[src/design/lzrle_ram.sv]
// Generic single-clock RAM: one write port, one read port, registered read.
// No dependencies.
`default_nettype none
module lzrle_ram #(
  parameter int WIDTH = 8,
  parameter int DEPTH = 16,
  localparam int AW = $clog2(DEPTH)
) (
  input  wire logic             clk,
  input  wire logic             we,
  input  wire logic [AW-1:0]    waddr,
  input  wire logic [WIDTH-1:0] wdata,
  input  wire logic             re,
  input  wire logic [AW-1:0]    raddr,
  output logic      [WIDTH-1:0] rdata
);

  logic [WIDTH-1:0] mem [DEPTH];

  always_ff @(posedge clk) begin
    if (we) begin
      mem[waddr] <= wdata;
    end
    if (re) begin
      rdata <= mem[raddr];
    end
  end

endmodule
`default_nettype wire

[config.mk]
export PLATFORM = sky130hd
export DESIGN_NAME = lzrle_ram
export DESIGN_NICKNAME = d
export VERILOG_FILES = /design/src/design/lzrle_ram.sv
export SDC_FILE = /design/constraint.sdc
export NUM_CORES = 1
export LEC_CHECK = 0
export BUFFER_PORTS_ARGS = -buffer_cell sky130_fd_sc_hd__buf_2
export CAP_MARGIN = 20
export CORE_MARGIN = 1.5
export CORE_UTILIZATION = 60
export DETAILED_ROUTE_END_ITERATION = 8
export PLACE_DENSITY = 0.78
export SLEW_MARGIN = 40
export SYNTH_ARGS = -nofsm -noshare
export SYNTH_HDL_FRONTEND = slang
export SYNTH_SLANG_ARGS = --single-unit
[constraint.sdc]
create_clock -name clk -period 1.8 [get_ports clk]
set_input_delay 0.09 -clock clk [delete_from_list [all_inputs] [get_ports clk]]
set_output_delay 0.09 -clock clk [all_outputs]
set_load 0.01 [all_outputs]
# [Word-level counts from Yosys, hierarchy flattened]
# Memory sizes are Yosys's and may differ from the RTL's. A register that Yosys moved wholly into a read port is not among the register bits.
# Cells that the tools add are included.
[op_classes] mux=2
[op_table] cell="two-way mux 1 bit" count=2
[totals] register_bits=0 ram_bits=128 mem_count=1
[memory_table] memory="mem" depth=16 word_bits=8 read_ports=1 rd_clocked_by_memory_dff=1 wr=1 line="18" rtl="logic [WIDTH-1:0] mem [DEPTH];"

# [Depth between registers and ports, before layout]
# Gate-level depths: netlist of run 1.
[depth] depth_word=2 depth_mapped=5

# [Least setup slack after synthesis of run 1]
# Ideal clock, no wire load.
[synth_path] path_kind="input to register" from="input waddr[2]" to="memory mem[0][0] (enable)" arrival_time_ns=1.200 required_time_ns=1.417 slack_ns=0.217 path_stages=2 n_path_buf=0 path_cell_list="or3b_2 -> nor3_1"
[synth_lines] item="from (decl)" line="11" rtl="input wire logic [AW-1:0] waddr,"
[synth_lines] item="to (decl)" line="18"
# Straight into the memory's write port.

==> flow_summary.json, run 1 <==
{
  "fp.dieW_um": 96.3,
  "syn-mean-instance-area_um2": 22.8,
  "worst_setup_path_end_kind": "flip-flop",
  "design.core.area_mm2": 0.00834,
  "synth_nets": 248,
  "fin_tns_setup_ns": 0,
  "worstPathMaxFanout": 1,
  "finalHoldViolCount": 0,
  "cts_setup_buffers": 0,
  "portBuffers": 26,
  "die_y_um": 96.3,
  "drive_gt1_frac": 0.314,
  "finalMaxSlewViolations": 0,
  "seqPwrFrac": 0.489,
  "power.internal_mw": 5.85,
  "htreeDepth": 4,
  "min_period_ns": 1.56,
  "ir_worst_vdd_mv": 0.871,
  "dp_hpwl_um": 6190,
  "ant_nets": 0,
  "rsz0062_at_grt": "no",
  "gp_congestion": 0.736,
  "drt-pass1-iter-count": 4,
  "yosysWarnings": 0,
  "grt_use_total": 0.255,
  "drt_wl_total_um": 10400,
  "cts_root_buf": "clkbuf_8",
  "dp_cells": 370,
  "fmax_mhz": 639,
  "critPathRequiredTime_ns": 2.06,
  "fin_nets": 312,
  "via_count": 2576,
  "crit_arrival_ns": 1.82,
  "numCtsBuffers": 17,
  "grt_max_degree": 33,
  "clkPwrFrac": 0.463,
  "sw_frac_of_total": 0.203,
  "synth_cell_types": 18,
  "drc_errors": 0,
  "synth_seq_cells": 136,
  "synth-seq-area-share": 0.781,
  "start_util": 0.627,
  "grt_pass1_vias": 2586,
  "finalNonFillerCells": 411,
  "maxSlewHeadroom": 0.499,
  "grt_overflow": 0,
  "cellPowerDensity_mw_per_mm2": 1170,
  "clk_pin_slew_ns": 0.06,
  "wire_per_inst_um": 25.4,
  "min_path_type": "in -> reg",
  "drt-vias-per-instance": 6.27,
  "path_class": "reg -> reg",
  "syn_inst": 229,
  "netlist_area_mm2": 0.00523,
  "combPwrFrac": 0.048,
  "io-pin-count": 27,
  "clock_latency_ns": 0.51,
  "skew_ns": 0.00687,
  "tightest_slew_ns": 0.748,
  "outcome": "completed",
  "antenna_found_initial": 0,
  "clock-sinks": 136,
  "rows": 33,
  "cts.repair.resized": 0,
  "cts.path.max_buffers": 2,
  "start_kind": "flip-flop",
  "diodes": 0,
  "grt_pass1_wl_um": 15300,
  "period_share": 0.869,
  "switchingPower_mw": 1.49,
  "die_area_mm2": 0.00928,
  "syn_to_final_growth_pct": 20.0,
  "p_leak_nw": 2.15,
  "drv_cap": 0,
  "first_iter_violations": 190,
  "setup_viol": 0,
  "cts_tree": "done"
}
## Yosys cell counts, drive strengths merged
master | instances | area share
a22oi | 16 | 0.023
and2 | 1 | 0.0012
and2b | 1 | 0.0014
buf | 7 | 0.011
clkdlybuf4s25 | 3 | 0.0057
edfxtp | 136 | 0.78
mux4 | 32 | 0.15
nand2 | 9 | 0.0065
nand2b | 2 | 0.0024
nand3 | 1 | 0.00096
nand3b | 2 | 0.0029
nor2 | 13 | 0.0093
nor2b | 1 | 0.0012
nor3 | 4 | 0.0038
or3b | 1 | 0.0017
## area by class of cell
type	count	area (um2)
clock buffers	18	418
clock inverters	14	173
fillers	458	2070
multi-input cells	83	1060
flip-flops and latches	136	4080
well taps	105	131
repair buffers	55	408
## layout by cell type (no fill, tap or decap), types with 2 or more instances in the layout
cell,netlist,final
edfxtp_1,136,136
buf_2,3,26
mux4_2,18,18
buf_4,1,17
a22oi_1,16,16
clkbuf_16,0,16
mux4_1,14,14
nor2_1,13,13
nand2_1,9,9
dlygate4sd3_1,0,9
nor3_1,4,4
inv_6,0,4
bufinv_16,0,3
clkinv_2,0,3
buf_12,0,3
nand3b_1,2,2
nand2b_1,2,2
clkinv_4,0,2
clkinvlp_4,0,2
## flip-flops by register name (all words and copies together), names as in the netlist
| register | cells |
|---|---|
| rdata | 8 |
| mem | 128 |
## path summary, 6_finish.rpt
| kind | slack [ns] | cells past startpoint | endpoint | from |
|---|---|---|---|---|
| min | 0.14 | 3 | mem[4][3] | waddr[0] |
| max reg2reg | 0.24 | 3 | rdata[4] | mem[9][4] |
| min reg2reg | 0.78 | 3 | rdata[1] | mem[8][1] |
| max | 0.24 | 3 | rdata[4] | mem[9][4] |
## cell families after synthesis
group           after synthesis  share of synthesized area
simple gates                 35                     0.0314
flops                       136                      0.781
buf+inv                      10                     0.0165
mux                          32                      0.148
compound gates               16                     0.0230
## power by group through the flow
stage	logic [mW]	registers, mW	clock network [mW]
final	0.353	3.59	3.39
after global routing	0.380	3.60	3.56
after CTS	0.356	3.59	3.42
after detailed placement	0.335	3.66	0
after global placement	0.325	3.65	0
after floorplan	0.180	3.66	0
## critical path, cell delays in order (launching register included)
cell and delay (ns):
edfxtp_1 0.39, mux4_1 0.54, a22oi_1 0.31, nand2_1 0.08
## layer usage
metal | vias to the layer above | routed length (um) | track usage
met2 | 124 | 5300 | 0.401
met4 | 0 | 267 | 0.109
met5 | - | 0 | 0
met3 | 23 | 684 | 0.0758
met1 | 1313 | 4190 | 0.336
li1 | 1116 | - | -
## repair_timing
item	in CTS	in global routing
hold endpoints to repair	136	0
hold buffers	9	0
endpoints found under the setup margin	0	0
## per-stage QoR
stage	power [mW]	util	cell area (um2)	hold slack [ns]	worst slack [ns]
6_report	7.34	0.752	6270	0.138	0.236
4_1_cts	7.37	0.752	6270	0.125	0.233
2_1_floorplan	3.84	-	5230	0.189	0.217
5_1_grt	7.54	0.752	6270	0.150	0.169
3_5_place_dp	3.99	0.670	5590	0.467	0.122
3_3_place_gp	3.98	0.670	5590	0.472	0.137
(Power assumes the default switching activity.)
==> run 2, diff against run 1 <==
--- a/config.mk
+++ b/config.mk
@@ -11,6 +11,7 @@
 export CORE_UTILIZATION = 60
 export DETAILED_ROUTE_END_ITERATION = 8
 export PLACE_DENSITY = 0.78
+export RECOVER_POWER = 50
 export SLEW_MARGIN = 40
 export SYNTH_ARGS = -nofsm -noshare
 export SYNTH_HDL_FRONTEND = slang
==> run 2 against run 1 <==
Effect of this change: design area fell by 0.80%; worst setup slack improved by 0.0042 ns; global-route usage did not move; wire length fell by 0.54%; sequential cell count did not move; clock skew rose by 0.00062 ns; register-to-register slack barely moved; highest routed layer unchanged.
==> flow_summary.json, run 2 (synthesis results as in run 1) <==
{
  "outcome": "completed",
  "grt_pass1_wl_um": 15300,
  "grt_util_met1": 0.336,
  "r2r_slack_ns": 0.24,
  "worst_setup_path_end_kind": "flip-flop",
  "design.core.area_mm2": 0.00834,
  "drt-pass1-iter-count": 4,
  "cts_tree": "done",
  "die_area_mm2": 0.00928,
  "min_path_type": "in -> reg",
  "grt_overflow": 0,
  "grt_use_total": 0.255,
  "fin_nets": 312,
  "first_iter_violations": 192,
  "critPathRequiredTime_ns": 2.05,
  "fin_tns_setup_ns": 0,
  "worstPathMaxFanout": 1,
  "cts.path.max_buffers": 2,
  "largest_register_ffs": 128,
  "syn_to_final_growth_pct": 19.0,
  "clock_latency_ns": 0.51,
  "drc_errors": 0,
  "skew_ns": 0.00749,
  "cts.repair.resized": 0,
  "drt_wl_total_um": 10400,
  "finalMaxSlewViolations": 0,
  "maxSlewHeadroom": 0.499,
  "ant_nets": 0,
  "numCtsBuffers": 17,
  "finish.instance_area_mm2": 0.00622,
  "rows": 33,
  "path_class": "reg -> reg",
  "antenna_found_initial": 0,
  "tightest_slew_ns": 0.748,
  "fp.dieW_um": 96.3,
  "io-pin-count": 27,
  "whs_path_depth": 3,
  "die_y_um": 96.3,
  "min-delay-start": "waddr[1]",
  "power.internal_mw": 5.84,
  "ff2ff_path_depth": 3,
  "cts_setup_buffers": 0,
  "rsz0062_at_grt": "no",
  "r2r-end": "rdata[4]",
  "sw_frac_of_total": 0.201,
  "via_count": 2534,
  "grtUsageMet3": 0.0758,
  "portBuffers": 26,
  "ir_worst_vdd_mv": 0.852,
  "combPwrFrac": 0.047,
  "switchingPower_mw": 1.47,
  "drive_gt1_frac": 0.255,
  "htreeDepth": 4,
  "wire_per_inst_um": 25.3,
  "holdPathEnd": "mem[8][0]",
  "clock-sinks": 136,
  "start_util": 0.627,
  "cts_root_buf": "clkbuf_8",
  "fmax_mhz": 641,
  "gp_congestion": 0.736,
  "place_ws_ns": 0.122,
  "r2r-start": "mem[9][4]",
  "top_usage_layer": "met2",
  "start_kind": "flip-flop",
  "top_regs": "mem (128), rdata (8)",
  "min_period_ns": 1.56,
  "whs_ns": 0.156,
  "dp_hpwl_um": 6190,
  "clkPwrFrac": 0.462,
  "cellPowerDensity_mw_per_mm2": 1180,
  "top_register": "mem",
  "grt_pass1_vias": 2586,
  "finalHoldViolCount": 0,
  "period_share": 0.867,
  "layout_commonest_cell": "edfxtp_1",
  "seqPwrFrac": 0.491,
  "final_cell_mix": "136 x edfxtp_1, 19 x clkbuf_1, 19 x buf_2",
  "dpl_cell_area_mm2": 0.00559,
  "drv_cap": 0,
  "crit_arrival_ns": 1.81,
  "drt-vias-per-instance": 6.17,
  "setup_viol": 0,
  "clk_pin_slew_ns": 0.06,
  "diodes": 0,
  "grt_max_degree": 33,
  "p_leak_nw": 2.09,
  "worst_slack_ns": 0.240,
  "grtUsageMet2": 0.401
}
[run 2: cell types whose count changed in the layout (fill, tap and decap cells not counted), sizes merged]
cell | previous run | this run
buf | 46 | 28
clkbuf | 18 | 36
[run 2: what timing repair did]
item / 4_1_cts / 5_1_grt
hold endpoints to repair: 136 / 0
setup endpoints to repair: 0 / 0
hold buffers: 9 / 0
[run 2: layout make-up]
type | count | area [um2]
Clock buffer | 18 | 418
Tap cell | 105 | 131
Multi-Input combinational cell | 83 | 1060
Sequential cell | 136 | 4080
Timing Repair Buffer | 55 | 358
Fill cell | 473 | 2120
Clock inverter | 14 | 173
[run 2: worst max-delay path by stage]
stage | from | to | slack [ns] | depth (start not counted)
2_1_floorplan | waddr[2] | mem[0][0] | 0.22 | 2
3_3_place_gp | raddr[0] | rdata[0] | 0.14 | 5
3_5_place_dp | raddr[0] | rdata[0] | 0.12 | 5
4_1_cts | mem[9][4] | rdata[4] | 0.23 | 3
5_1_grt | mem[9][4] | rdata[4] | 0.17 | 3
6_report | mem[9][4] | rdata[4] | 0.24 | 3
[run 2: per-stage QoR]
stage                      util  power, mW  instances
final                     0.746       7.32        411
after global routing      0.746       7.53        411
after CTS                 0.752       7.37        411
after detailed placement  0.670       3.99        370
after global placement    0.670       3.98        370
after floorplan               -       3.84        229
[run 2: power by group through the flow]
stage	Sequential, mW	Combinational [mW]	Clock [mW]
finish	3.59	0.347	3.38
global route	3.60	0.375	3.56
CTS	3.59	0.356	3.42
detailed placement	3.66	0.335	0
global placement	3.65	0.325	0
floorplan	3.66	0.180	0
[run 2: metal layers]
layer	up-vias	share of wire
met5	-	0
met4	0	0.018
met3	13	0.086
met2	133	0.52
met1	1276	0.38
li1	1112	-
[run 2: critical path, cell delays in order (launching register included)]
cell and delay, ns:
edfxtp_1 0.39, mux4_1 0.54, a22oi_1 0.30, nand2_1 0.08
