[src/design/lzrle_pkg.sv]
// Package for the LZ/RLE token decompressor: shared constants, codes and the
// command struct passed from the decode core to the result packer.
// No dependencies.
`default_nettype none
package lzrle_pkg;

  localparam int WINDOW_DEPTH_DEF = 4096;
  localparam int OUTPUT_LIMIT_DEF = 49152;
  localparam int KEY_DEPTH        = 128;
  localparam int KEY_AW           = 7;
  localparam int TOTAL_W          = 16;

  localparam logic [KEY_AW-1:0] KEY_IDX_SLOT = 7'h6e;

  localparam logic IDX_PROTECTED = 1'b0;
  localparam logic IDX_LAST_BYTE = 1'b1;

  localparam logic KIND_STREAM = 1'b0;
  localparam logic KIND_KEY    = 1'b1;

  localparam logic [1:0] ST_OK     = 2'd0;
  localparam logic [1:0] ST_BADREF = 2'd1;
  localparam logic [1:0] ST_LIMIT  = 2'd2;

  typedef struct packed {
    logic       push;
    logic       fin;
    logic [7:0] data;
    logic [1:0] status;
  } pk_cmd_t;

endpackage
`default_nettype wire

[src/design/lzrle_packer.sv]
// Result packer: gathers decoded bytes into beats of up to four and holds
// the output register. Depends on lzrle_pkg.
`default_nettype none
module lzrle_packer (
  input  wire logic              clk,
  input  wire logic              rst_n,
  input  wire lzrle_pkg::pk_cmd_t cmd,
  output logic                   ready,
  output logic                   out_valid,
  input  wire logic              out_stall,
  output logic [7:0]             out_byte0,
  output logic [7:0]             out_byte1,
  output logic [7:0]             out_byte2,
  output logic [7:0]             out_byte3,
  output logic [2:0]             out_count,
  output logic                   out_last,
  output logic [1:0]             out_status
);

  logic [7:0] acc_r [4];
  logic [7:0] acc_nxt [4];
  logic [2:0] cnt_r, cnt_nxt;
  logic       ov_r, ov_nxt;
  logic [7:0] ob_r [4];
  logic [7:0] ob_nxt [4];
  logic [2:0] oc_r, oc_nxt;
  logic       ol_r, ol_nxt;
  logic [1:0] os_r, os_nxt;
  logic       need_flush, can_flush, take;

  assign need_flush = (cmd.push && cnt_r == 3'd4) ||
                      (cmd.fin && (cnt_r != 3'd0 || cmd.status != lzrle_pkg::ST_OK));
  assign can_flush  = !ov_r || !out_stall;
  assign ready      = !need_flush || can_flush;
  assign take       = (cmd.push || cmd.fin) && ready;

  always_comb begin
    acc_nxt = acc_r;
    cnt_nxt = cnt_r;
    ov_nxt  = ov_r && out_stall;
    ob_nxt  = ob_r;
    oc_nxt  = oc_r;
    ol_nxt  = ol_r;
    os_nxt  = os_r;
    if (take) begin
      if (need_flush) begin
        ov_nxt = 1'b1;
        ob_nxt = acc_r;
        oc_nxt = cnt_r;
        ol_nxt = cmd.fin;
        os_nxt = cmd.status;
      end
      if (cmd.push) begin
        if (need_flush || cnt_r == 3'd0) begin
          acc_nxt = '{cmd.data, 8'h00, 8'h00, 8'h00};
          cnt_nxt = 3'd1;
        end else begin
          acc_nxt[cnt_r[1:0]] = cmd.data;
          cnt_nxt = cnt_r + 3'd1;
        end
      end else begin
        acc_nxt = '{8'h00, 8'h00, 8'h00, 8'h00};
        cnt_nxt = 3'd0;
      end
    end
  end

  always_ff @(posedge clk) begin
    acc_r <= acc_nxt;
    ob_r  <= ob_nxt;
    oc_r  <= oc_nxt;
    ol_r  <= ol_nxt;
    os_r  <= os_nxt;
    if (!rst_n) begin
      cnt_r <= 3'd0;
      ov_r  <= 1'b0;
    end else begin
      cnt_r <= cnt_nxt;
      ov_r  <= ov_nxt;
    end
  end

  assign out_valid  = ov_r;
  assign out_byte0  = ob_r[0];
  assign out_byte1  = ob_r[1];
  assign out_byte2  = ob_r[2];
  assign out_byte3  = ob_r[3];
  assign out_count  = oc_r;
  assign out_last   = ol_r;
  assign out_status = os_r;

endmodule
`default_nettype wire

[config.mk]
export PLATFORM = sky130hd
export DESIGN_NAME = lzrle_packer
export DESIGN_NICKNAME = d
export VERILOG_FILES = /design/src/design/lzrle_pkg.sv /design/src/design/lzrle_packer.sv
export SDC_FILE = /design/constraint.sdc
export NUM_CORES = 1
export LEC_CHECK = 0
export BUFFER_PORTS_ARGS = -buffer_cell sky130_fd_sc_hd__buf_4
export CAP_MARGIN = 20
export CORE_ASPECT_RATIO = 0.9
export CORE_MARGIN = 1.5
export CORE_UTILIZATION = 30
export DETAILED_ROUTE_END_ITERATION = 6
export SYNTH_ARGS = -nofsm -noshare
export SYNTH_HDL_FRONTEND = slang
export SYNTH_SLANG_ARGS = --single-unit
export TNS_END_PERCENT = 1
[constraint.sdc]
create_clock -name clk -period 3.95 [get_ports clk]
set_clock_uncertainty 0.2 [all_clocks]
set_input_delay 0.1975 -clock clk [delete_from_list [all_inputs] [get_ports clk]]
set_output_delay 0.1975 -clock clk [all_outputs]
set_load 0.05 [all_outputs]
# ---- Word level (Yosys, flattened, before mapping)
# Cells that the tools add are included.
dict set report word_totals {
  register_bits 74
  input_bits 15
  ramBits 0
  rom_bits 0
  out_inout_bits 40
  mem_count 0
  latchBits 0
}
dict set report classes {
  div_mod_pow 0
  add_sub_neg 1
  n_lt_le_gt_ge 2
  multipliers 0
  muxes 8
  eq_ne 1
  bitwise_logic 2
  n_reduce_logical 19
  n_shift 0
}
# op n
set op_table {}
lappend op_table {{bitwise mux 32 bit} 1}
lappend op_table {{two-way mux 32 bit} 1}
lappend op_table {{demux 8 bit (select 2 bit)} 1}
lappend op_table {{two-way mux 8 bit} 1}
lappend op_table {{logical OR 1 bit} 6}
lappend op_table {{two-way mux 3 bit} 2}
lappend op_table {{logical AND 1 bit} 5}
lappend op_table {{adder 3 x 1 -> 3 bit, second input constant} 1}
lappend op_table {{equality test 3 bit, second input constant} 1}
lappend op_table {{>= comparator 3 bit, second input constant} 1}
lappend op_table {{zero test 1 bit} 3}
lappend op_table {{zero test 3 bit} 1}
lappend op_table {{less-than comparator 3 x 1 -> 1 bit, second input constant} 1}
lappend op_table {{inverter 2 -> 3 bit} 1}
lappend op_table {{nonzero test 3 bit} 1}
lappend op_table {{two-way mux 1 bit} 2}
lappend op_table {{AND reduction 2 bit} 1}
lappend op_table {{nonzero test 2 bit} 1}
lappend op_table {{OR reduction 2 bit} 1}
lappend op_table {{inverter 1 bit} 1}

# ---- Depth between registers and ports, before layout
dict set report depth {
  depth_word 8
  depth_mapped 7
  mapped_depth_nobuf 5
}

# ---- Worst setup path after synthesis
# No wires, ideal clock.
dict set report synth_path {
  path_type {register -> register}
  from {register cnt_r[0]}
  to {register ob_r, in the netlist out_byte0[0], enable pin}
  path_slack_ns 0.352
  path_buffers 1
  stages_incl_launch_ff 7
  setup_ns 0.446
  arrival_ns 2.952
  t_required_ns 3.304
  path_cell_list {dfxtp_1 -> inv_1 -> ha_1 -> buf_4 -> or3b_1 -> a22oi_1 -> a21oi_1}
}
dict set report synth_via {
  elab_chain_cells 8
  word_cells_on_any_way 10
}
# item line
set synth_rtl {}
lappend synth_rtl {{start: declaration} lzrle_packer.sv:22} ;# logic [2:0] cnt_r, cnt_nxt;
lappend synth_rtl {{start signal: assignment} lzrle_packer.sv:78} ;# cnt_r <= cnt_nxt;
lappend synth_rtl {{nonzero test 3 bit} lzrle_packer.sv:32} ;# (cmd.fin && (cnt_r != 3'd0 || cmd.status != lzrle_pkg::ST_OK));
lappend synth_rtl {{logical OR 1 bit} lzrle_packer.sv:32}
lappend synth_rtl {{logical AND 1 bit} lzrle_packer.sv:32}
lappend synth_rtl {{logical OR 1 bit *} lzrle_packer.sv:31} ;# assign need_flush = (cmd.push && cnt_r == 3'd4) ||
lappend synth_rtl {{zero test 1 bit} lzrle_packer.sv:34} ;# assign ready = !need_flush || can_flush;
lappend synth_rtl {{logical OR 1 bit} lzrle_packer.sv:34}
lappend synth_rtl {{logical AND 1 bit} lzrle_packer.sv:35} ;# assign take = (cmd.push || cmd.fin) && ready;
lappend synth_rtl {{AND reduction 2 bit (no source line) *} -}
lappend synth_rtl {{end signal: assignment} lzrle_packer.sv:70} ;# ob_r <= ob_nxt;
lappend synth_rtl {{end: declaration} lzrle_packer.sv:24} ;# logic [7:0] ob_r [4];
# Every way passes the cells marked *; elsewhere a longest branch is shown, timed or not.
# A chain may end at the register's enable or synchronous reset.

# ---- Worst setup path after layout
dict set report layout_path {
  from {register cnt_r[0]}
  to {register acc_r[8] (netlist bit), enable pin}
}
dict set report layout_via {
  elab_chain_cells 7
  word_cells_on_any_way 9
}
# item line
set layout_rtl {}
lappend layout_rtl {{nonzero test 3 bit} lzrle_packer.sv:32}
lappend layout_rtl {{logical OR 1 bit} lzrle_packer.sv:32}
lappend layout_rtl {{logical AND 1 bit} lzrle_packer.sv:32}
lappend layout_rtl {{logical OR 1 bit *} lzrle_packer.sv:31}
lappend layout_rtl {{zero test 1 bit *} lzrle_packer.sv:34}
lappend layout_rtl {{logical OR 1 bit *} lzrle_packer.sv:34}
lappend layout_rtl {{logical AND 1 bit *} lzrle_packer.sv:35}
lappend layout_rtl {{net take} lzrle_packer.sv:29} ;# logic need_flush, can_flush, take;
lappend layout_rtl {{end signal: assignment} lzrle_packer.sv:69} ;# acc_r <= acc_nxt;
lappend layout_rtl {{end: declaration} lzrle_packer.sv:20} ;# logic [7:0] acc_r [4];
# The timed path passes the listed nets; every way through them passes the cells marked *.

==> impl_metrics.tcl <==
set metrics [dict create \
    cts_buffer_depth 2 \
    hpwl_um 3870 \
    synthArstFlopShare 0 \
    status "finished clean" \
    place_inst 367 \
    min_period_ns 2.79 \
    port_buffers 54 \
    grt-ovfl-total 0 \
    areaGrowthSynthToFinish_pct 26.9 \
    grt_pass1_vias 1686 \
    cts_num_sinks 74 \
    routedWlPerCell_um 15.0 \
    synth_cells 196 \
    drt-pass1-iter-count 4 \
    start_util 0.313 \
    synth.top_cells.by_area "edfxtp_1 (68%), mux2i_1 (7.8%), nor2_4 (3.7%)" \
    antenna_found_initial 0 \
    ios 55 \
    critical_path_class "reg2reg" \
    register_area_um2 2180 \
    via_count 1753 \
    startpoint_type "flip-flop" \
    irDropWorstVdd_mv 0.291 \
    fp.dieW_um 110 \
    synth-main-ff-cell "edfxtp_1" \
    slowest_delay_ns 0.52 \
    multi_input_area_um2 808 \
    insertion_delay_ns 0.32 \
    power_switching_mw 0.493 \
    final_area_um2 3910 \
    cts_tree "built" \
    p_int_mw 1.48 \
    synth_edf_count 70 \
    gp_congestion 0.809 \
    clkPwrFrac 0.393 \
    seqPwrFrac 0.481 \
    worstPathArrival_ns 2.60 \
    tightest_slew_ns 0.689 \
    rsz0062_at_grt "no" \
    grt_start_max_net_pins 22 \
    slowest_stage "nor2_2" \
    holdBufCountCts 4 \
    grt_pass1_wl_um 8940 \
    ys_ff_latch 74 \
    htree_levels 3 \
    relSlewSlack 0.539 \
    drt.antenna.violating_nets 0 \
    die_h_um 99.1 \
    critical_path.max_fanout 21 \
    setup_viol 0 \
    final_max_slew_viol_count 0 \
    yosysUniqueCellTypes 35 \
    diodes 0 \
    yosys_warnings 0 \
    fill_cells 913 \
    cts_made_buffers 9 \
    root_buffer "clkbuf_16" \
    wirelength_um 5790 \
    p_leak_nw 1.40 \
    finalNonFillerCells 386 \
    yosys.area.top_type "edfxtp_1" \
    dieArea_um2 10900 \
    syn_avg_cell_area_um2 15.7 \
    synth_area_um2 3080 \
    cp.required_ns 3.75 \
    maxCapViolCount 0 \
    worstPathCellList "inv_1, ha_1, nor4b_4, nor3_1, nor2_2, buf_4" \
    pwr-share-comb 0.125 \
    clk_pin_slew_ns 0.06 \
    hold_violations 0 \
    ctsResizeCount 0 \
    final_common_cell "edfxtp_1" \
    layout_common_cells "edfxtp_1 (70), buf_4 (57), mux2i_1 (24)" \
    postCtsSetupRepairBufs 0 \
    track_usage 0.113 \
    hp-class "in2reg" \
    core_area_um2 9830 \
    synthesis.nets 215 \
    vias_per_cell 4.54 \
    ys_seq_area_frac 0.709 \
    post_dp_cell_area_um2 3580 \
    layout-drive-gt1-share 0.331 \
    setup_tns_ns 0 \
    drt_iter0_markers 64 \
    fmax_mhz 358 \
    synth_top_area_frac 0.683 \
    final_nets 275 \
    fin_crit_sh 0.707 \
    p_sw_frac 0.250 \
    powerDensity_nw_per_um2 504 \
    rows 34 \
    remaining_drc_errors 0 \
    end_kind "flip-flop" \
]
-- final timing paths --
check / from / to / slack [ns] / depth (start not counted)
min reg2reg: acc_r[14] / out_byte2[6] / 0.25 / 0
min: cmd[6] / acc_r[20] / 0.03 / 3
max: cnt_r[0] / acc_r[8] / 1.16 / 6
max reg2reg: cnt_r[0] / acc_r[8] / 1.16 / 6
-- sequential cells by signal (all words and copies together) (netlist names) --
signal	count
acc_r	32
out_status	2
out_valid	1
out_byte3	8
out_last	1
out_count	3
out_byte2	8
out_byte0	8
out_byte1	8
cnt_r	3
-- metal layers --
layer	track usage	part of all wire	vias to the layer above
met1	0.151	0.46	850
met5	0	0	-
met3	0.0400	0.052	8
met4	0.0500	0.014	0
met2	0.166	0.47	53
li1	-	-	842
-- per-stage QoR --
stage | hold WS [ns] | power, mW | util | setup slack [ns]
2_1_floorplan | 0.0964 | 1.13 | - | 0.352
3_3_place_gp | 0.223 | 1.21 | 0.365 | 1.23
3_5_place_dp | 0.216 | 1.21 | 0.365 | 1.18
4_1_cts | 0.0288 | 1.98 | 0.398 | 1.17
5_1_grt | 0.0530 | 2.04 | 0.398 | 0.915
6_report | 0.0343 | 1.97 | 0.398 | 1.16
-- area by class of cell --
class / count / area share
multi-input cells: 108 / 0.207
clock buffers: 9 / 0.0576
inverters: 2 / 0.00192
well taps: 126 / 0.0403
repair buffers: 61 / 0.120
clock inverters: 6 / 0.0150
flip-flops and latches: 74 / 0.558
-- logic make-up after synthesis --
family	count (synthesis)	share of synthesized area
and+or+nand+nor	56	0.111
muxes	24	0.0780
AOI/OAI and AO/OA	24	0.0528
adders and majority gates	4	0.0163
buffers and inverters	14	0.0333
DFF	74	0.709
-- synthesized netlist by cell type, drive strengths merged, types with 3 or more instances --
cell and n:
edfxtp 70, dfxtp 4, nor2 27, mux2i 24
a21oi 5, ha 4, buf 8, nand2 18
a21boi 9, o21ai 3, clkbuf 4
-- worst max-delay path: cells and delay by family, from the launching register on --
family,cells,cell delay (ns)
adders and majority gates,1,0.40
buffers and inverters,2,0.53
DFF,1,0.35
and+or+nand+nor,3,0.98
-- power groups by stage --
stage | logic [mW] | clock network, mW | registers (mW)
final | 0.246 | 0.775 | 0.948
after global routing | 0.261 | 0.825 | 0.954
after CTS | 0.249 | 0.785 | 0.949
after detailed placement | 0.245 | 0 | 0.965
after global placement | 0.244 | 0 | 0.964
after floorplan | 0.0691 | 0 | 1.06
Note: power is estimated with default switching activity, not from simulation.
