File: config.mk
export PLATFORM = sky130hd
export DESIGN_NAME = lzrle_core
export DESIGN_NICKNAME = d
export VERILOG_FILES = /design/src/design/lzrle_pkg.sv /design/src/design/lzrle_core.sv
export SDC_FILE = /design/constraint.sdc
export NUM_CORES = 1
export LEC_CHECK = 0
export ABC_AREA = 0
export CORE_MARGIN = 2
export CORE_UTILIZATION = 45
export CTS_CLUSTER_DIAMETER = 150
export CTS_CLUSTER_SIZE = 14
export DETAILED_ROUTE_END_ITERATION = 8
export DONT_BUFFER_PORTS = 1
export REMOVE_ABC_BUFFERS = 1
export SLEW_MARGIN = 40
export SYNTH_ARGS = -nofsm -noshare
export SYNTH_HDL_FRONTEND = slang
export SYNTH_SLANG_ARGS = --single-unit
File: constraint.sdc
create_clock -name clk -period 6 [get_ports clk]
set_input_delay 1.5 -clock clk [delete_from_list [all_inputs] [get_ports clk]]
set_output_delay 1.5 -clock clk [all_outputs]
set_load 0.01 [all_outputs]
File: src/design/lzrle_pkg.sv
// Package for the LZ/RLE token decompressor: shared constants, codes and the
// command struct passed from the decode core to the result packer.
// No dependencies.
`default_nettype none
package lzrle_pkg;

  localparam int WINDOW_DEPTH_DEF = 4096;
  localparam int OUTPUT_LIMIT_DEF = 49152;
  localparam int KEY_DEPTH        = 128;
  localparam int KEY_AW           = 7;
  localparam int TOTAL_W          = 16;

  localparam logic [KEY_AW-1:0] KEY_IDX_SLOT = 7'h6e;

  localparam logic IDX_PROTECTED = 1'b0;
  localparam logic IDX_LAST_BYTE = 1'b1;

  localparam logic KIND_STREAM = 1'b0;
  localparam logic KIND_KEY    = 1'b1;

  localparam logic [1:0] ST_OK     = 2'd0;
  localparam logic [1:0] ST_BADREF = 2'd1;
  localparam logic [1:0] ST_LIMIT  = 2'd2;

  typedef struct packed {
    logic       push;
    logic       fin;
    logic [7:0] data;
    logic [1:0] status;
  } pk_cmd_t;

endpackage
`default_nettype wire

File: src/design/lzrle_core.sv
// Decode core: token state machine, history and key memory sequencing,
// configuration registers. Depends on lzrle_pkg; drives two lzrle_ram.
`default_nettype none
module lzrle_core #(
  parameter int WINDOW_DEPTH = lzrle_pkg::WINDOW_DEPTH_DEF,
  parameter int OUTPUT_LIMIT = lzrle_pkg::OUTPUT_LIMIT_DEF,
  localparam int HAW = $clog2(WINDOW_DEPTH)
) (
  input  wire logic                    clk,
  input  wire logic                    rst_n,
  input  wire logic                    cfg_we,
  input  wire logic                    cfg_index,
  input  wire logic [7:0]              cfg_wdata,
  input  wire logic                    in_valid,
  output logic                         in_stall,
  input  wire logic                    in_kind,
  input  wire logic [7:0]              in_data_byte,
  input  wire logic [6:0]              in_key_slot,
  input  wire logic [7:0]              in_key_value,
  output logic                         h_we,
  output logic [HAW-1:0]               h_waddr,
  output logic [7:0]                   h_wdata,
  output logic                         h_re,
  output logic [HAW-1:0]               h_raddr,
  input  wire logic [7:0]              h_rdata,
  output logic                         k_we,
  output logic [lzrle_pkg::KEY_AW-1:0] k_waddr,
  output logic [7:0]                   k_wdata,
  output logic                         k_re,
  output logic [lzrle_pkg::KEY_AW-1:0] k_raddr,
  input  wire logic [7:0]              k_rdata,
  output lzrle_pkg::pk_cmd_t           pk_cmd,
  input  wire logic                    pk_ready
);

  typedef enum logic [2:0] {
    S_IDLE, S_RUN, S_CRD, S_CWR, S_KRD, S_KIDX, S_KUSE, S_FIN
  } state_t;

  typedef enum logic [2:0] {
    P_TOKEN, P_REF_LO, P_REF_LEN, P_FILL_BYTE, P_FILL_EXT, P_LIT, P_LIT_EXT, P_PASS
  } phase_t;

  localparam int TW = lzrle_pkg::TOTAL_W;
  localparam logic [TW:0] LIMIT = (TW+1)'(OUTPUT_LIMIT);

  state_t              state_r, state_nxt;
  phase_t              phase_r, phase_nxt;
  logic [7:0]          tok_r, tok_nxt;
  logic [11:0]         dist_r, dist_nxt;
  logic [7:0]          remain_r, remain_nxt;
  logic                ext_r, ext_nxt;
  logic [7:0]          fill_r, fill_nxt;
  logic                failed_r, failed_nxt;
  logic [TW-1:0]       total_r, total_nxt;
  logic [7:0]          cnt_r, cnt_nxt;
  logic [7:0]          byte_r, byte_nxt;
  logic [1:0]          status_r, status_nxt;
  logic [6:0]          idx_r, idx_nxt;
  logic                prot_r, lastb_wr;
  logic [7:0]          lastb_r;

  logic                accept;
  logic [7:0]          d;
  logic [7:0]          len_sel;
  logic                is_copy, is_key;
  logic [TW:0]         room, sum;
  logic [7:0]          clip;
  logic [TW:0]         cp_addr;
  logic [6:0]          idx_inc;
  logic [7:0]          key;

  assign accept  = in_valid && state_r == S_IDLE;
  assign d       = in_data_byte;
  assign in_stall = state_r != S_IDLE;
  assign room    = LIMIT - {1'b0, total_r};
  assign clip    = (room < {{(TW-7){1'b0}}, len_sel}) ? room[7:0] : len_sel;
  assign sum     = {1'b0, total_r} + {{(TW-7){1'b0}}, clip};
  assign cp_addr = {1'b0, total_r} - {{(TW-11){1'b0}}, dist_r} - (TW+1)'(1);
  assign idx_inc = k_rdata[6:0] + 7'd1;
  assign key     = (idx_r == lzrle_pkg::KEY_IDX_SLOT) ? {1'b0, idx_r} : k_rdata;
  assign lastb_wr = cfg_we && cfg_index == lzrle_pkg::IDX_LAST_BYTE;

  always_comb begin
    state_nxt  = state_r;
    phase_nxt  = phase_r;
    tok_nxt    = tok_r;
    dist_nxt   = dist_r;
    remain_nxt = remain_r;
    ext_nxt    = ext_r;
    fill_nxt   = fill_r;
    failed_nxt = failed_r;
    total_nxt  = total_r;
    cnt_nxt    = cnt_r;
    byte_nxt   = byte_r;
    status_nxt = status_r;
    idx_nxt    = idx_r;
    len_sel    = 8'd0;
    is_copy    = 1'b0;
    is_key     = 1'b0;
    h_we       = 1'b0;
    h_waddr    = total_r[HAW-1:0];
    h_wdata    = byte_r;
    h_re       = 1'b0;
    h_raddr    = cp_addr[HAW-1:0];
    k_we       = 1'b0;
    k_waddr    = in_key_slot;
    k_wdata    = in_key_value;
    k_re       = 1'b0;
    k_raddr    = lzrle_pkg::KEY_IDX_SLOT;
    pk_cmd     = '{push: 1'b0, fin: 1'b0, data: byte_r, status: status_r};

    case (state_r)
      S_IDLE: begin
        if (accept) begin
          if (in_kind == lzrle_pkg::KIND_KEY) begin
            k_we = 1'b1;
          end else if (failed_r) begin
            status_nxt = lzrle_pkg::ST_BADREF;
            state_nxt  = S_FIN;
          end else if ({1'b0, total_r} >= LIMIT) begin
            status_nxt = lzrle_pkg::ST_LIMIT;
            state_nxt  = S_FIN;
          end else begin
            case (phase_r)
              P_TOKEN: begin
                if (d == 8'd0) begin
                  byte_nxt  = lastb_r;
                  len_sel   = 8'd1;
                  phase_nxt = P_PASS;
                end else if (d[0]) begin
                  tok_nxt   = d;
                  phase_nxt = P_REF_LO;
                end else if (d[1]) begin
                  tok_nxt   = d;
                  phase_nxt = P_FILL_BYTE;
                end else begin
                  remain_nxt = {2'b00, d[7:2]};
                  ext_nxt    = d[7:2] == 6'd63;
                  phase_nxt  = P_LIT;
                end
              end
              P_REF_LO: begin
                dist_nxt = {tok_r[4:1], d};
                if (tok_r[7:5] == 3'd7) begin
                  phase_nxt = P_REF_LEN;
                end else begin
                  phase_nxt = P_TOKEN;
                  is_copy   = 1'b1;
                  len_sel   = 8'd3 + {5'd0, tok_r[7:5]};
                end
              end
              P_REF_LEN: begin
                phase_nxt = P_TOKEN;
                is_copy   = 1'b1;
                len_sel   = d;
              end
              P_FILL_BYTE: begin
                fill_nxt  = d;
                byte_nxt  = d;
                len_sel   = {2'b00, tok_r[7:2]} + 8'd3;
                phase_nxt = (tok_r[7:2] == 6'd63) ? P_FILL_EXT : P_TOKEN;
              end
              P_FILL_EXT: begin
                byte_nxt  = fill_r;
                len_sel   = d;
                phase_nxt = (d == 8'hff) ? P_FILL_EXT : P_TOKEN;
              end
              P_LIT: begin
                byte_nxt = d;
                len_sel  = 8'd1;
                is_key   = prot_r;
                if (remain_r > 8'd0) begin
                  remain_nxt = remain_r - 8'd1;
                end
                if (remain_r <= 8'd1) begin
                  phase_nxt = ext_r ? P_LIT_EXT : P_TOKEN;
                end
              end
              P_LIT_EXT: begin
                if (d == 8'd0) begin
                  phase_nxt = P_TOKEN;
                end else begin
                  remain_nxt = d;
                  ext_nxt    = d == 8'hff;
                  phase_nxt  = P_LIT;
                end
              end
              P_PASS: begin
                byte_nxt = d;
                len_sel  = 8'd1;
              end
              default: begin
                phase_nxt = P_TOKEN;
              end
            endcase
            cnt_nxt    = clip;
            status_nxt = (sum >= LIMIT) ? lzrle_pkg::ST_LIMIT : lzrle_pkg::ST_OK;
            if (is_copy) begin
              // Distance reaching before the first written byte: fail and stop.
              if ({{(TW-11){1'b0}}, dist_nxt} + (TW+1)'(1) > {1'b0, total_r}) begin
                failed_nxt = 1'b1;
                status_nxt = lzrle_pkg::ST_BADREF;
                state_nxt  = S_FIN;
              end else begin
                state_nxt = S_CRD;
              end
            end else if (is_key) begin
              state_nxt = S_KRD;
            end else begin
              state_nxt = S_RUN;
            end
          end
        end
      end
      S_RUN: begin
        if (cnt_r == 8'd0) begin
          state_nxt = S_FIN;
        end else begin
          pk_cmd.push = 1'b1;
          if (pk_ready) begin
            h_we      = 1'b1;
            total_nxt = total_r + TW'(1);
            cnt_nxt   = cnt_r - 8'd1;
          end
        end
      end
      S_CRD: begin
        if (cnt_r == 8'd0) begin
          state_nxt = S_FIN;
        end else begin
          h_re      = 1'b1;
          state_nxt = S_CWR;
        end
      end
      S_CWR: begin
        pk_cmd.push = 1'b1;
        pk_cmd.data = h_rdata;
        h_wdata     = h_rdata;
        if (pk_ready) begin
          h_we      = 1'b1;
          total_nxt = total_r + TW'(1);
          cnt_nxt   = cnt_r - 8'd1;
          state_nxt = S_CRD;
        end
      end
      S_KRD: begin
        k_re      = 1'b1;
        state_nxt = S_KIDX;
      end
      S_KIDX: begin
        k_we      = 1'b1;
        k_waddr   = lzrle_pkg::KEY_IDX_SLOT;
        k_wdata   = {1'b0, idx_inc};
        k_re      = 1'b1;
        k_raddr   = idx_inc;
        idx_nxt   = idx_inc;
        state_nxt = S_KUSE;
      end
      S_KUSE: begin
        byte_nxt  = byte_r ^ key;
        state_nxt = S_RUN;
      end
      S_FIN: begin
        pk_cmd.fin = 1'b1;
        if (pk_ready) begin
          state_nxt = S_IDLE;
        end
      end
      default: begin
        state_nxt = S_IDLE;
      end
    endcase
  end

  always_ff @(posedge clk) begin
    dist_r <= dist_nxt;
    fill_r <= fill_nxt;
    cnt_r  <= cnt_nxt;
    byte_r <= byte_nxt;
    idx_r  <= idx_nxt;
    if (!rst_n) begin
      state_r  <= S_IDLE;
      phase_r  <= P_TOKEN;
      tok_r    <= 8'd0;
      remain_r <= 8'd0;
      ext_r    <= 1'b0;
      failed_r <= 1'b0;
      total_r  <= '0;
      status_r <= lzrle_pkg::ST_OK;
      prot_r   <= 1'b0;
      lastb_r  <= 8'd0;
    end else begin
      state_r  <= state_nxt;
      phase_r  <= phase_nxt;
      tok_r    <= tok_nxt;
      remain_r <= remain_nxt;
      ext_r    <= ext_nxt;
      failed_r <= failed_nxt;
      total_r  <= total_nxt;
      status_r <= status_nxt;
      if (cfg_we && cfg_index == lzrle_pkg::IDX_PROTECTED) begin
        prot_r <= cfg_wdata[0];
      end
      if (lastb_wr) begin
        lastb_r <= cfg_wdata;
      end
    end
  end

endmodule
`default_nettype wire

; After elaboration in Yosys (flattened, before gate mapping)
; Index checks and enable logic that the tools add are counted.
[totals]
inputBits = 54
elab_cells = 208
output_inout_bits = 71
regBits = 94
[classes]
n_lt_le_gt_ge = 6
bitwise_logic = 6
addsub = 11
mux = 105
reduce_logical = 30
eq_ne = 35
[op_table]
columns = op, n
row1 = $mux W8, 27
row2 = $mux W12, 6
row3 = $pmux W8 S3, 3
row4 = $mux W3, 19
row5 = $pmux W8 S5, 1
row6 = $mux W16, 2
row7 = $pmux W16 S2, 1
row8 = $mux W1, 29
row9 = $ne A2 B2 Y1 const B, 14
row10 = $eq A3 B3 Y1 const B, 9
row11 = $pmux W3 S8, 1
row12 = $pmux W3 S7, 1
row13 = $add A16 B8 Y17, 1
row14 = $ge A17 B16 Y1 const B, 1
row15 = $lt A17 B8 Y1, 1
row16 = $sub A16 B16 Y17 const A, 1
row17 = $add A16 B1 Y16 const B, 1
row18 = $ge A16 B16 Y1 const B, 1
row19 = $gt A13 B16 Y1, 1
row20 = $logic_not A8 Y1, 2
row21 = $pmux W8 S2, 1
row22 = $sub A8 B1 Y8 const B, 2
row23 = $mux W7, 2
row24 = $reduce_and A7 Y1, 2
row25 = 34 further kinds, 64

; Depth between registers and ports, before layout
[depth]
ltp_word = 17
mapped_depth = 28
mapped_depth_nobuf = 23

; Worst setup path before layout
; Ideal clock, no wire load.
[synth_path]
path_kind = input-to-reg
start = in in_kind
end = reg status_r[1]
required_time_ns = 5.921
arrival_time_ns = 5.829
path_buffers = 3
setup_ns = 0.079
slack_ns = 0.092
cell_stages = 23
cell_sequence = nand2b_1 nor4b_1 a31oi_1 buf_2 inv_1 buf_2 nand2_1 ha_1 a21oi_1 nor2b_1 a2111oi_4 o221ai_2 nor4_2 buf_6 mux2i_1 ha_1 a21oi_1 o21ai_0 a21o_1 a2111oi_0 mux2i_1 a21oi_1 o211ai_1
[synth_via]
elab_chain_cells = 12
elab_cells_between_ends = 14
[synth_rtl]
columns = item, line_no
row1 = from (decl), lzrle_core.sv:16  ; input wire logic in_kind,
row2 = $mux W8, lzrle_core.sv:116  ; if (in_kind == lzrle_pkg::KIND_KEY) begin
row3 = $mux W8, lzrle_core.sv:115  ; if (accept) begin
row4 = $mux W8, lzrle_core.sv:113  ; case (state_r)
row5 = $lt A17 B8 Y1, lzrle_core.sv:77  ; assign clip = (room < {{(TW-7){1'b0}}, len_sel}) ? room[7:0] : len_sel;
row6 = $mux W8, lzrle_core.sv:77
row7 = $add A16 B8 Y17, lzrle_core.sv:78  ; assign sum = {1'b0, total_r} + {{(TW-7){1'b0}}, clip};
row8 = $ge A17 B16 Y1, lzrle_core.sv:198  ; status_nxt = (sum >= LIMIT) ? lzrle_pkg::ST_LIMIT : lzrle_pkg::ST_OK;
row9 = $mux W2, lzrle_core.sv:198
row10 = $mux W2, lzrle_core.sv:201  ; if ({{(TW-11){1'b0}}, dist_nxt} + (TW+1)'(1) > {1'b0, total_r}) begin
row11 = $mux W2, lzrle_core.sv:199  ; if (is_copy) begin
row12 = $mux W2, lzrle_core.sv:121  ; end else if ({1'b0, total_r} >= LIMIT) begin
row13 = $mux W2, lzrle_core.sv:118  ; end else if (failed_r) begin
row14 = to (signal assigned), lzrle_core.sv:290  ; status_r <= lzrle_pkg::ST_OK;
row15 = to (signal assigned), lzrle_core.sv:301  ; status_r <= status_nxt;
row16 = to (decl), lzrle_core.sv:58  ; logic [1:0] status_r, status_nxt;
; Parallel ways exist; a longest one is shown, timed or not.
; A chain may end at the register's enable or synchronous reset.

; Worst setup path in the final report
; Ends and elaborated chain as after synthesis.

==> out/metrics.yaml <==
outcome: "finished clean"
slew_headroom_pct: 47.0
max_stage_delay_ns: 0.40
cap_violations: 0
syn_area_per_cell_um2: 8.28
setup_ws_ns: 0.582
synth-seq-cells: 92
cp.buffers_inverters: 3
drive_gt1_share_pct: 8.45
wl_met2_um: 9240
hold_class: "flip-flop to flip-flop"
slew_viol_final: 0
post_cts_buffers: 0
wl_met3_um: 1450
cts_buffer_depth: 2
synth-edff-count: 43
drt_iter0_drc: 515
fp.coreArea_mm2: 0.0166
start_util_pct: 46.0
synth.distinct_cells: 73
critical_path_depth: 21
arrival_ns: 5.71
max_freq_ghz: 0.185
reg2reg_from: "total_r[1]"
fp.dieH_um: 134
nNetsFinal: 989
clock_skew_ns: 0.0186
grt_pass1_vias: 5806
final_area_mm2: 0.00804
synthArstFlopShare_pct: 0
wl_met1_um: 9440
totalWireLength_um: 20400
grt-ovfl-total: 0
numClockSinks: 92
holdWs_ns: 0.487
die_area_mm2: 0.0180
fin_crit_ns: 5.42
hold_violations: 0
hpwl_um: 15100
final_cell_mix: "nand2_1, nor2_1, inv_1, ha_1, dfxtp_1"
rsz0062_at_grt: "false"
n_antenna_cell: 0
path_clk_slew_ns: 0.08
cts_buffers: 9
worstPathRequired_ns: 6.29
top_layer_used: "met4"
drtPass1Iterations: 4
die_w_um: 134
ys_warn_count: 0
total_power_mw: 2.34
worst-setup-path-type: "primary input to flip-flop"
p_leak_nw: 3.14
drc: 0
num_vias: 6395
path_delay_family: "compound AO/OA/AOI/OAI gates"
reg2reg_slack_ns: 0.65
cp_slowest_cell: "a2111oi_2"
area_delta_synth_final_pct: 5.47
grt_max_degree: 54
placed_area_mm2: 0.00772
startpoint: "in_kind"
synth_seq_area_share_pct: 29.8
final_common_cell: "nand2_1"
ant_nets: 0
io_buffers: 0
fp-row-count: 47
synthCells: 920
place_ws_ns: -0.0113
root_buffer: "clkbuf_16"
rr_worst_depth: 23
crit_path_end: "status_r[1]"
wl_per_cell_um: 18.4
max_slew.worst_pin.slew_ns: 0.792
path_max_fanout: 8
cts_tree: "yes"
r2r_end: "status_r[1]"
insertion_delay_ns: 0.36
crit_chain: "nand2b_1 > nor4b_1 > a31oi_1 > inv_2 > and3_1 > inv_1 > ha_1 > nor2b_1 > a2111oi_4 > o221ai_2 > nor4_4 > buf_4 > mux2i_1 > ha_1 > a21oi_1 > o21ai_0 > a21o_1 > a2111oi_2 > mux2i_1 > a21oi_1 > o211ai_1"
syn_area_mm2: 0.00762
antenna_found_initial: 0
htree_levels: 3
ctsHoldBuffers: 0
setup_viol: 0
grt_usage_pct: 22.7
peakVddDrop_uv: 180
critPathCaptureType: "flip-flop"
ios: 125
routabilityCongestion: 0.843
synth_flop_cell: "dfxtp_1"
final_util_pct: 48.5
grt_pass1_wl_um: 32000
worst_setup_path_start_kind: "primary input"
powerDensity_mw_per_mm2: 291
via_per_inst: 5.77
fin_crit_sh_pct: 90.3
sequential cells by signal (all words and copies together), names as in the netlist, 7 cells and up:
signal	flops
total_r	16
dist_r	12
byte_r	8
cnt_r	8
fill_r	8
lastb_r	8
remain_r	8
idx_r	7
tok_r	7
repair_timing:
item | CTS | global route
endpoints found under the hold margin | 0 | 0
gates resized for setup | 0 | 4
setup endpoints to repair | 0 | 1
metal layers:
layer,vias up,GRT usage [%]
met5,-,0
met4,0,5.91
met1,2942,31.5
met2,241,35.9
met3,16,5.10
li1,3196,-
cells in the mapped netlist, types with 3 or more instances:
| cell type | count | share of area [%] |
|---|---|---|
| nand2_1 | 91 | 4.5 |
| nor2_1 | 61 | 3.0 |
| inv_1 | 58 | 2.9 |
| ha_1 | 50 | 8.2 |
| dfxtp_1 | 49 | 13 |
| o21ai_0 | 48 | 3.2 |
| a21oi_1 | 44 | 2.9 |
| edfxtp_1 | 43 | 17 |
| xnor2_1 | 42 | 4.8 |
| clkbuf_1 | 41 | 2.0 |
| nand3_1 | 32 | 2.1 |
| nor3_1 | 25 | 1.6 |
| nor2b_1 | 24 | 2.0 |
| xor2_1 | 23 | 2.6 |
| buf_4 | 22 | 2.2 |
| a22oi_1 | 21 | 2.1 |
| and2_1 | 20 | 1.6 |
| mux2i_1 | 17 | 2.2 |
| nand2b_1 | 17 | 1.4 |
| a21boi_0 | 13 | 1.3 |
| nor4_1 | 13 | 1.1 |
| o21a_1 | 13 | 1.3 |
| a21o_1 | 10 | 0.99 |
| mux2_2 | 10 | 1.5 |
| nand4_1 | 10 | 0.82 |
| o211ai_1 | 7 | 0.69 |
| and3_1 | 6 | 0.49 |
| buf_2 | 6 | 0.39 |
| nor3b_1 | 6 | 0.59 |
| o211a_1 | 6 | 0.79 |
| o221ai_1 | 6 | 0.69 |
| o31ai_1 | 6 | 0.59 |
| a221oi_1 | 5 | 0.57 |
| a31oi_1 | 5 | 0.41 |
| or2_2 | 5 | 0.41 |
| a2111oi_0 | 4 | 0.46 |
| and4_1 | 4 | 0.46 |
| a211oi_1 | 3 | 0.30 |
| o21bai_1 | 3 | 0.30 |
| o22ai_1 | 3 | 0.25 |
| or3_1 | 3 | 0.25 |
through the flow:
| stage | setup TNS, ns | cells |
|---|---|---|
| 6_report | 0 | 1108 |
| 5_1_grt | 0 | 1108 |
| 4_1_cts | 0 | 1108 |
| 3_5_place_dp | -0.0113 | 1092 |
| 3_3_place_gp | 0 | 1092 |
| 2_1_floorplan | -1.08 | 847 |
how the worst min path moves through the flow:
| stage | end | start | cells past startpoint |
|---|---|---|---|
| finish | lastb_r[6] | lastb_r[6] | 2 |
| global route | lastb_r[2] | lastb_r[2] | 2 |
| CTS | lastb_r[6] | lastb_r[6] | 2 |
| detailed placement | lastb_r[6] | lastb_r[6] | 2 |
| global placement | lastb_r[3] | lastb_r[3] | 2 |
| floorplan | lastb_r[0] | lastb_r[0] | 2 |
worst register-to-register path, stage by stage (launching register included):
cell and delay, ns:
dfxtp_1 0.32, inv_1 0.17, ha_1 0.24, nor4b_4 0.46, nand2_1 0.22, a31oi_1 0.29, inv_2 0.13, and3_1 0.21
inv_1 0.06, ha_1 0.22, nor2b_1 0.16, a2111oi_4 0.29, o221ai_2 0.17, nor4_4 0.34, buf_4 0.17, mux2i_1 0.25
ha_1 0.28, a21oi_1 0.14, o21ai_0 0.11, a21o_1 0.20, a2111oi_2 0.40, mux2i_1 0.23, a21oi_1 0.08, o211ai_1 0.15
area by class of cell:
class | instances | area, um^2
clock buffers | 9 | 225
well taps | 220 | 275
flip-flops and latches | 92 | 2270
fillers | 1661 | 8550
inverters | 58 | 218
multi-input cells | 697 | 4780
repair buffers | 25 | 188
clock inverters | 7 | 76.3
logic make-up (layout without fill, tap and decap cells):
logic type	after synthesis	count (layout)	share of synthesized area [%]
AO/OA/AOI/OAI	215	215	19.1
XOR/XNOR	65	65	7.47
adder cells (fa/ha/maj)	52	52	8.73
buffers and inverters	131	99	7.83
flip-flops	92	92	29.8
multiplexers	29	29	4.06
AND/OR/NAND/NOR	336	336	23.0
where the power goes:
part	internal [mW]	total [mW]	switching [mW]
Combinational	0.366	0.947	0.580
Clock	0.296	0.588	0.291
Sequential	0.747	0.805	0.0578
(Power assumes the default switching activity.)
